[config.mk]
export PLATFORM = sky130hd
export DESIGN_NAME = pal_ctrl
export DESIGN_NICKNAME = d
export VERILOG_FILES = /design/src/rtl/core/pal_pkg.sv /design/src/rtl/core/pal_ctrl.sv
export SDC_FILE = /design/constraint.sdc
export NUM_CORES = 1
export LEC_CHECK = 0
export BUFFER_PORTS_ARGS = -buffer_cell sky130_fd_sc_hd__buf_2
export CAP_MARGIN = 15
export CORE_MARGIN = 2
export CORE_UTILIZATION = 48
export DETAILED_ROUTE_END_ITERATION = 7
export HOLD_SLACK_MARGIN = 0.06
export PLACE_DENSITY = 0.83
export SETUP_SLACK_MARGIN = 0.1
export SLEW_MARGIN = 20
export SYNTH_ARGS = -nofsm -noshare
export SYNTH_HDL_FRONTEND = slang
export SYNTH_SLANG_ARGS = --single-unit
[constraint.sdc]
create_clock -name clk_i -period 4 [get_ports clk_i]
set_input_delay 0.8 -clock clk_i [delete_from_list [all_inputs] [get_ports clk_i]]
set_output_delay 0.8 -clock clk_i [all_outputs]
set_load 0.005 [all_outputs]
[src/rtl/core/pal_pkg.sv]
// Shared types, codes and constants for the positional array list.
// No dependencies; imported by every module of the block.
`timescale 1ns / 1ps

package pal_pkg;

  // Fixed field widths and default depth
  localparam int unsigned PAL_DEPTH = 128;
  localparam int unsigned PAL_ACT_W = 3;
  localparam int unsigned PAL_POS_W = 7;
  localparam int unsigned PAL_VAL_W = 32;
  localparam int unsigned PAL_LEN_W = 8;

  // Action codes
  localparam logic [PAL_ACT_W-1:0] ACT_INSERT  = 3'd0;
  localparam logic [PAL_ACT_W-1:0] ACT_APPEND  = 3'd1;
  localparam logic [PAL_ACT_W-1:0] ACT_DELETE  = 3'd2;
  localparam logic [PAL_ACT_W-1:0] ACT_REPLACE = 3'd3;
  localparam logic [PAL_ACT_W-1:0] ACT_READ    = 3'd4;
  localparam logic [PAL_ACT_W-1:0] ACT_CLEAR   = 3'd5;

  // Status codes
  localparam logic [1:0] ST_OK    = 2'd0;
  localparam logic [1:0] ST_FULL  = 2'd1;
  localparam logic [1:0] ST_RANGE = 2'd2;
  localparam logic [1:0] ST_EMPTY = 2'd3;

  // Request and response items
  typedef struct packed {
    logic [PAL_ACT_W-1:0]        action;
    logic [PAL_POS_W-1:0]        position;
    logic signed [PAL_VAL_W-1:0] value;
  } pal_req_t;

  typedef struct packed {
    logic signed [PAL_VAL_W-1:0] result_value;
    logic [PAL_LEN_W-1:0]        list_length;
    logic [1:0]                  status;
  } pal_rsp_t;

  // Datapath selects
  typedef enum logic [1:0] {RA_POS, RA_IDX_M1, RA_IDX_P1} rd_sel_e;
  typedef enum logic {WA_POS, WA_IDX} wr_sel_e;
  typedef enum logic {WD_VAL, WD_RDATA} wd_sel_e;
  typedef enum logic [1:0] {RES_ZERO, RES_VAL, RES_CNT, RES_RDATA} res_sel_e;

  // Controller to datapath commands
  typedef struct packed {
    logic     load_req;
    logic     rd_en;
    rd_sel_e  rd_sel;
    logic     wr_en;
    wr_sel_e  wr_sel;
    wd_sel_e  wd_sel;
    logic     idx_load_cnt;
    logic     idx_load_pos;
    logic     idx_dec;
    logic     idx_inc;
    logic     cnt_inc;
    logic     cnt_dec;
    logic     cnt_clr;
    logic     res_load;
    res_sel_e res_sel;
    logic     st_load;
    logic     out_load;
  } pal_cmd_t;

  // Datapath to controller status
  typedef struct packed {
    logic [PAL_ACT_W-1:0] act;
    logic [1:0]           code;
    logic                 no_shift;
    logic                 up_more;
    logic                 dn_more;
    logic                 del_more;
  } pal_stat_t;

endpackage

[src/rtl/core/pal_ctrl.sv]
// Controller of the positional array list: sequences memory reads, writes and shifts.
// Depends on pal_pkg; drives pal_datapath through pal_cmd_t.
`timescale 1ns / 1ps

module pal_ctrl import pal_pkg::*; (
  input  logic      clk_i,
  input  logic      rst_ni,
  input  logic      in_valid_i,
  output logic      in_ready_o,
  output logic      out_valid_o,
  input  logic      out_ready_i,
  input  pal_stat_t stat_i,
  output pal_cmd_t  cmd_o
);

  localparam logic [3:0] S_IDLE    = 4'd0;
  localparam logic [3:0] S_EXEC    = 4'd1;
  localparam logic [3:0] S_SH_RD   = 4'd2;
  localparam logic [3:0] S_SH_WR   = 4'd3;
  localparam logic [3:0] S_INS_WR  = 4'd4;
  localparam logic [3:0] S_RD_WAIT = 4'd5;
  localparam logic [3:0] S_DEL_CAP = 4'd6;
  localparam logic [3:0] S_DEL_RD  = 4'd7;
  localparam logic [3:0] S_DEL_WR  = 4'd8;
  localparam logic [3:0] S_FIN     = 4'd9;

  logic [3:0] state_q, state_d;
  logic       out_valid_q, out_valid_d;
  logic       slot_free;

  assign in_ready_o  = (state_q == S_IDLE);
  assign out_valid_o = out_valid_q;
  assign slot_free   = !out_valid_q || out_ready_i;

  // Next state and datapath commands
  always_comb begin
    state_d            = state_q;
    cmd_o.load_req     = 1'b0;
    cmd_o.rd_en        = 1'b0;
    cmd_o.rd_sel       = RA_POS;
    cmd_o.wr_en        = 1'b0;
    cmd_o.wr_sel       = WA_POS;
    cmd_o.wd_sel       = WD_VAL;
    cmd_o.idx_load_cnt = 1'b0;
    cmd_o.idx_load_pos = 1'b0;
    cmd_o.idx_dec      = 1'b0;
    cmd_o.idx_inc      = 1'b0;
    cmd_o.cnt_inc      = 1'b0;
    cmd_o.cnt_dec      = 1'b0;
    cmd_o.cnt_clr      = 1'b0;
    cmd_o.res_load     = 1'b0;
    cmd_o.res_sel      = RES_ZERO;
    cmd_o.st_load      = 1'b0;
    cmd_o.out_load     = 1'b0;

    case (state_q)
      S_IDLE: begin
        if (in_valid_i) begin
          cmd_o.load_req = 1'b1;
          state_d        = S_EXEC;
        end
      end
      S_EXEC: begin
        cmd_o.st_load = 1'b1;
        if (stat_i.code != ST_OK) begin
          // failed request: list untouched, zero result
          cmd_o.res_load = 1'b1;
          cmd_o.res_sel  = RES_ZERO;
          state_d        = S_FIN;
        end else begin
          case (stat_i.act)
            ACT_INSERT, ACT_APPEND: begin
              if (stat_i.no_shift) begin
                state_d = S_INS_WR;
              end else begin
                cmd_o.idx_load_cnt = 1'b1;
                state_d            = S_SH_RD;
              end
            end
            ACT_DELETE: begin
              cmd_o.rd_en = 1'b1;
              state_d     = S_DEL_CAP;
            end
            ACT_REPLACE: begin
              cmd_o.wr_en    = 1'b1;
              cmd_o.res_load = 1'b1;
              cmd_o.res_sel  = RES_VAL;
              state_d        = S_FIN;
            end
            ACT_READ: begin
              cmd_o.rd_en = 1'b1;
              state_d     = S_RD_WAIT;
            end
            ACT_CLEAR: begin
              cmd_o.cnt_clr  = 1'b1;
              cmd_o.res_load = 1'b1;
              cmd_o.res_sel  = RES_CNT;
              state_d        = S_FIN;
            end
            default: begin
              cmd_o.res_load = 1'b1;
              cmd_o.res_sel  = RES_ZERO;
              state_d        = S_FIN;
            end
          endcase
        end
      end
      // move entry idx-1 up to idx
      S_SH_RD: begin
        cmd_o.rd_en  = 1'b1;
        cmd_o.rd_sel = RA_IDX_M1;
        state_d      = S_SH_WR;
      end
      S_SH_WR: begin
        cmd_o.wr_en   = 1'b1;
        cmd_o.wr_sel  = WA_IDX;
        cmd_o.wd_sel  = WD_RDATA;
        cmd_o.idx_dec = 1'b1;
        state_d       = stat_i.up_more ? S_SH_RD : S_INS_WR;
      end
      S_INS_WR: begin
        cmd_o.wr_en    = 1'b1;
        cmd_o.cnt_inc  = 1'b1;
        cmd_o.res_load = 1'b1;
        cmd_o.res_sel  = RES_VAL;
        state_d        = S_FIN;
      end
      S_RD_WAIT: begin
        cmd_o.res_load = 1'b1;
        cmd_o.res_sel  = RES_RDATA;
        state_d        = S_FIN;
      end
      S_DEL_CAP: begin
        cmd_o.res_load = 1'b1;
        cmd_o.res_sel  = RES_RDATA;
        if (stat_i.del_more) begin
          cmd_o.idx_load_pos = 1'b1;
          state_d            = S_DEL_RD;
        end else begin
          cmd_o.cnt_dec = 1'b1;
          state_d       = S_FIN;
        end
      end
      // move entry idx+1 down to idx
      S_DEL_RD: begin
        cmd_o.rd_en  = 1'b1;
        cmd_o.rd_sel = RA_IDX_P1;
        state_d      = S_DEL_WR;
      end
      S_DEL_WR: begin
        cmd_o.wr_en   = 1'b1;
        cmd_o.wr_sel  = WA_IDX;
        cmd_o.wd_sel  = WD_RDATA;
        cmd_o.idx_inc = 1'b1;
        if (stat_i.dn_more) begin
          state_d = S_DEL_RD;
        end else begin
          cmd_o.cnt_dec = 1'b1;
          state_d       = S_FIN;
        end
      end
      S_FIN: begin
        if (slot_free) begin
          cmd_o.out_load = 1'b1;
          state_d        = S_IDLE;
        end
      end
      default: state_d = S_IDLE;
    endcase
  end

  // Output slot occupancy
  always_comb begin
    out_valid_d = out_valid_q;
    if (cmd_o.out_load) out_valid_d = 1'b1;
    else if (out_ready_i) out_valid_d = 1'b0;
  end

  always_ff @(posedge clk_i or negedge rst_ni) begin
    if (!rst_ni) begin
      state_q     <= S_IDLE;
      out_valid_q <= 1'b0;
    end else begin
      state_q     <= state_d;
      out_valid_q <= out_valid_d;
    end
  end

endmodule

==> Word-level counts from Yosys, hierarchy flattened <==
Cells that the tools add are included.
{ "op_classes": {"eq_ne": 16, "n_mux": 42, "n_reduce_logical": 15} }
{ "ops": {"columns": ["operator", "n"], "rows": [
  ["case mux 4 bit (9 select lines)", 1],
  ["two-way mux 1 bit", 25],
  ["two-way mux 4 bit", 5],
  ["case mux 3 bit (3 select lines)", 2],
  ["equality test 4 x 3 -> 1 bit (second input constant)", 4],
  ["case mux 4 bit (3 select lines)", 1],
  ["OR reduction 2 bit", 6],
  ["two-way mux 3 bit", 3],
  ["equality test 4 x 2 -> 1 bit (second input constant)", 2],
  ["equality test 4 bit (second input constant)", 2],
  ["equality test 3 x 2 -> 1 bit (second input constant)", 2],
  ["equality test 3 bit (second input constant)", 2],
  ["case mux 1 bit (2 select lines)", 3],
  ["equality test 4 x 1 -> 1 bit (second input constant)", 1],
  ["logical NOT 4 bit", 1],
  ["inequality test 2 bit (second input constant)", 2],
  ["case mux 2 bit (2 select lines)", 1],
  ["nonzero test 2 bit", 2],
  ["OR reduction 4 bit", 1],
  ["equality test 3 x 1 -> 1 bit (second input constant)", 1],
  ["logical NOT 3 bit", 1],
  ["OR reduction 3 bit", 1],
  ["two-way mux 2 bit", 1],
  ["AND reduction 2 bit", 1],
  ["2 further kinds", 2]
]} }
{ "word_totals": {"regBits": 5, "inputBits": 13, "out_inout_bits": 21, "wordCells": 75} }

==> Longest topological paths before layout <==
{ "logic_depth": {"ltp_word": 5, "depth_mapped": 5, "depth_no_buf": 4} }

==> Worst setup path after synthesis <==
Ideal clock, no wire load.
{ "synth_path": {"kind": "input to output", "startpoint": "in stat_i[8] in the netlist's numbering", "endpoint": "out cmd_o[4] in the netlist's numbering", "arrival_ps": 1482, "required_ps": 3200, "setup_slack_ps": 1718, "path_stages": 3, "n_path_buf": 1, "cell_sequence": "buf_2 -> a2111oi_2 -> o31ai_1"} }
{ "synth_lines": {"columns": ["element", "line_no", "text"], "rows": [
  ["start: declaration", "pal_ctrl.sv:12", "input pal_stat_t stat_i,"],
  ["end: declaration", "pal_ctrl.sv:13", "output pal_cmd_t cmd_o"]
]} }

==> out/qor.yml <==
status: "complete, no violations"
synth_seq_cells: 5
final_weighted_congestion_in_routability_driven_placement: 0.778
worstSkewPairLatency_ns: 0.23
io_pins: 34
cp_slowest_cell: "dfrtp_1"
nNetsFinal: 123
design.core.area_sq_um: 1320
grt_start_max_net_pins: 21
post-cts-setup-buffers: 0
detail_route.first_pass.iterations: 4
antenna_violating_nets_post_route: 0
crit_path_start_kind: "flop"
synth_sequential_area_ratio: 0.183
start_util: 0.519
clock-sinks: 5
grt_overflow_total: 0
vias_post_dr: 739
yosys_warnings: 0
timing.critical_path.required_ns: 3.20
hold_violations: 0
cts_hold_buf: 0
grt_util_overall: 0.193
setup_tns_ns: 0
syn-instance-count: 83
die_h_um: 41.8
clkSlewWorstSetupHoldPaths_ns: 0.04
timing.critical_path.to_type: "primary output"
routed_via_density: 5.96
setup_viol_count_final: 0
synth.cell_area_sq_um: 684
floorplan.die.width_um: 41.8
antennaDiodeCount: 0
wirelength_um: 1620
violation_count_after_the_first_detailed_routing_iteration: 8
cts_tree: "yes"
post-route-cell-area_sq_um: 830
area_delta_synth_final_pct: 21.2
num_rows: 13
grt_first_pass_wirelength_um: 2680
cp_max_fo: 19
cp_data_arrival_time_ns: 2.05
synth_cell_types: 41
achievable-frequency_ghz: 0.351
final_cell_count_no_fill: 124
crit_path_max_incr_delay_ns: 0.66
timing_max_transition_violations_final: 0
critical_path.cell_chain: "or4b_4, clkinv_2, nand2_4, o32ai_2, buf_2"
layout.cells.most_common: "buf_2"
floorplan_die_area_sq_um: 1740
cts.path.max_buffers: 2
setup.worst_path.class: "reg -> out"
drv.max_cap_violation_count: 0
worst_slew_margin_rel: 0.650
portion_of_the_clock_cycle_consumed_by_the_worst_path_in_the_final_layout: 0.712
rsz0062_at_grt: "no"
p_leak_nw: 0.391
tritoncts.num_buffers: 3
fin_total_pwr_mw: 0.547
io_buffer_count: 33
cts-root-buf: "clkbuf_4"
post-place-cells: 120
max_slew.worst_pin.slew_ns: 0.525
p_per_area_nw_per_um2: 660
average_cell_area_after_synthesis_sq_um: 8.25
postCtsResizedCells: 0
period_minus_slack_ns: 2.85
dp.final_hpwl_um: 1260
worst_setup_path_startpoint: "state_q[0]"
first_global_vias: 655
worst_r2r_startpoint: "state_q[0]"
syn-num-nets: 96
ir_worst_vdd_mv: 0.462
wl_per_cell_um: 13.1
post-route-drc-count: 0
hold_class: "in -> async"
placed_cell_area_sq_um: 803
htree_levels: 1
clock-skew-final_ns: 0.00223
initial_antenna_violation_count: 0
ratio_of_cells_with_drive_above_1_in_the_final_layout: 0.440
==> flip-flops by register name (all words and copies together) (netlist names) <==
register / flops
out_valid_o: 1
state_q: 4
==> per-layer routing <==
layer  vias to the layer above  track usage  part of all wire
met4                         0       0.0774                 0
met5                         -            0                 0
met3                         0       0.0261             0.048
met2                        23        0.325              0.50
met1                       346        0.247              0.45
li1                        370            -                 -
==> path summary, 6_finish.rpt <==
kind                               end  slack [ns]  depth (start not counted)
setup / recovery             cmd_o[17]        1.15                          5
hold / removal              state_q[2]        0.37                          1
min in group clk_i         out_valid_o        0.67                          3
max in group asynchronous   state_q[0]        3.51                          1
hold reg to reg            out_valid_o        0.67                          3
setup reg to reg            state_q[1]        2.23                          3
==> worst max-delay path: cells and delay by family (launching register included) <==
| kind | cells | cell delay, ns |
|---|---|---|
| compound gates | 1 | 0.26 |
| buf+inv | 2 | 0.25 |
| flops | 1 | 0.66 |
| simple gates | 2 | 0.64 |
==> per-stage QoR <==
step | utilization | setup WS (ns) | hold slack (ns)
floorplan | - | 1.72 | 0.504
global placement | 0.610 | 1.48 | 0.614
detailed placement | 0.610 | 1.42 | 0.616
CTS | 0.630 | 1.16 | 0.362
global route | 0.630 | 1.03 | 0.360
finish | 0.630 | 1.15 | 0.368
==> Yosys cell counts (all sizes together) <==
cell type | count | area [sq um]
o22ai | 1 | 6.26
nand3 | 1 | 5.00
mux2 | 1 | 11.3
or4b | 2 | 23.8
inv | 2 | 7.51
o2bb2ai | 1 | 8.76
o31ai | 3 | 27.5
clkinv | 1 | 5.00
nor3 | 5 | 25.0
buf | 8 | 53.8
or3b | 1 | 8.76
a211o | 1 | 8.76
o32ai | 2 | 32.5
nor4 | 6 | 43.8
dfrtp | 5 | 125
clkbuf | 3 | 11.3
or4bb | 2 | 22.5
xor2 | 1 | 8.76
and2 | 2 | 12.5
nand2b | 3 | 18.8
a311o | 3 | 30.0
a31o | 1 | 8.76
nand3b | 2 | 15.0
nand2 | 6 | 30.0
mux2i | 1 | 10.0
nor2 | 5 | 18.8
a21oi | 3 | 15.0
a2111oi | 2 | 23.8
o221ai | 1 | 8.76
or2 | 1 | 6.26
nor2b | 4 | 25.0
nor4b | 1 | 8.76
xnor2 | 1 | 8.76
nand4b | 1 | 8.76
==> cells by family (layout without fill, tap and decap cells) <==
group                     Yosys count  in the layout  share of synthesized area
DFF                                 5              5                      0.183
AOI/OAI and AO/OA                  18             18                      0.249
buffers and inverters              14             40                      0.113
xor gates and xnor gates            2              2                     0.0256
muxes                               2              2                     0.0311
and+or+nand+nor                    42             42                      0.399
==> report_power, final <==
part	switching (mW)	internal [mW]
Clock	0.0176	0.0375
Sequential	0.0791	0.0729
Combinational	0.154	0.187
Total	0.250	0.297
==> area by class of cell <==
type	count	area (sq um)
fill	120	488
tap	15	18.8
clock buffer	4	26.3
timing repair buffer	33	165
sequential	5	125
inverter	3	12.5
multi-input combinational	64	482
Power figures use the tool's default switching activity.
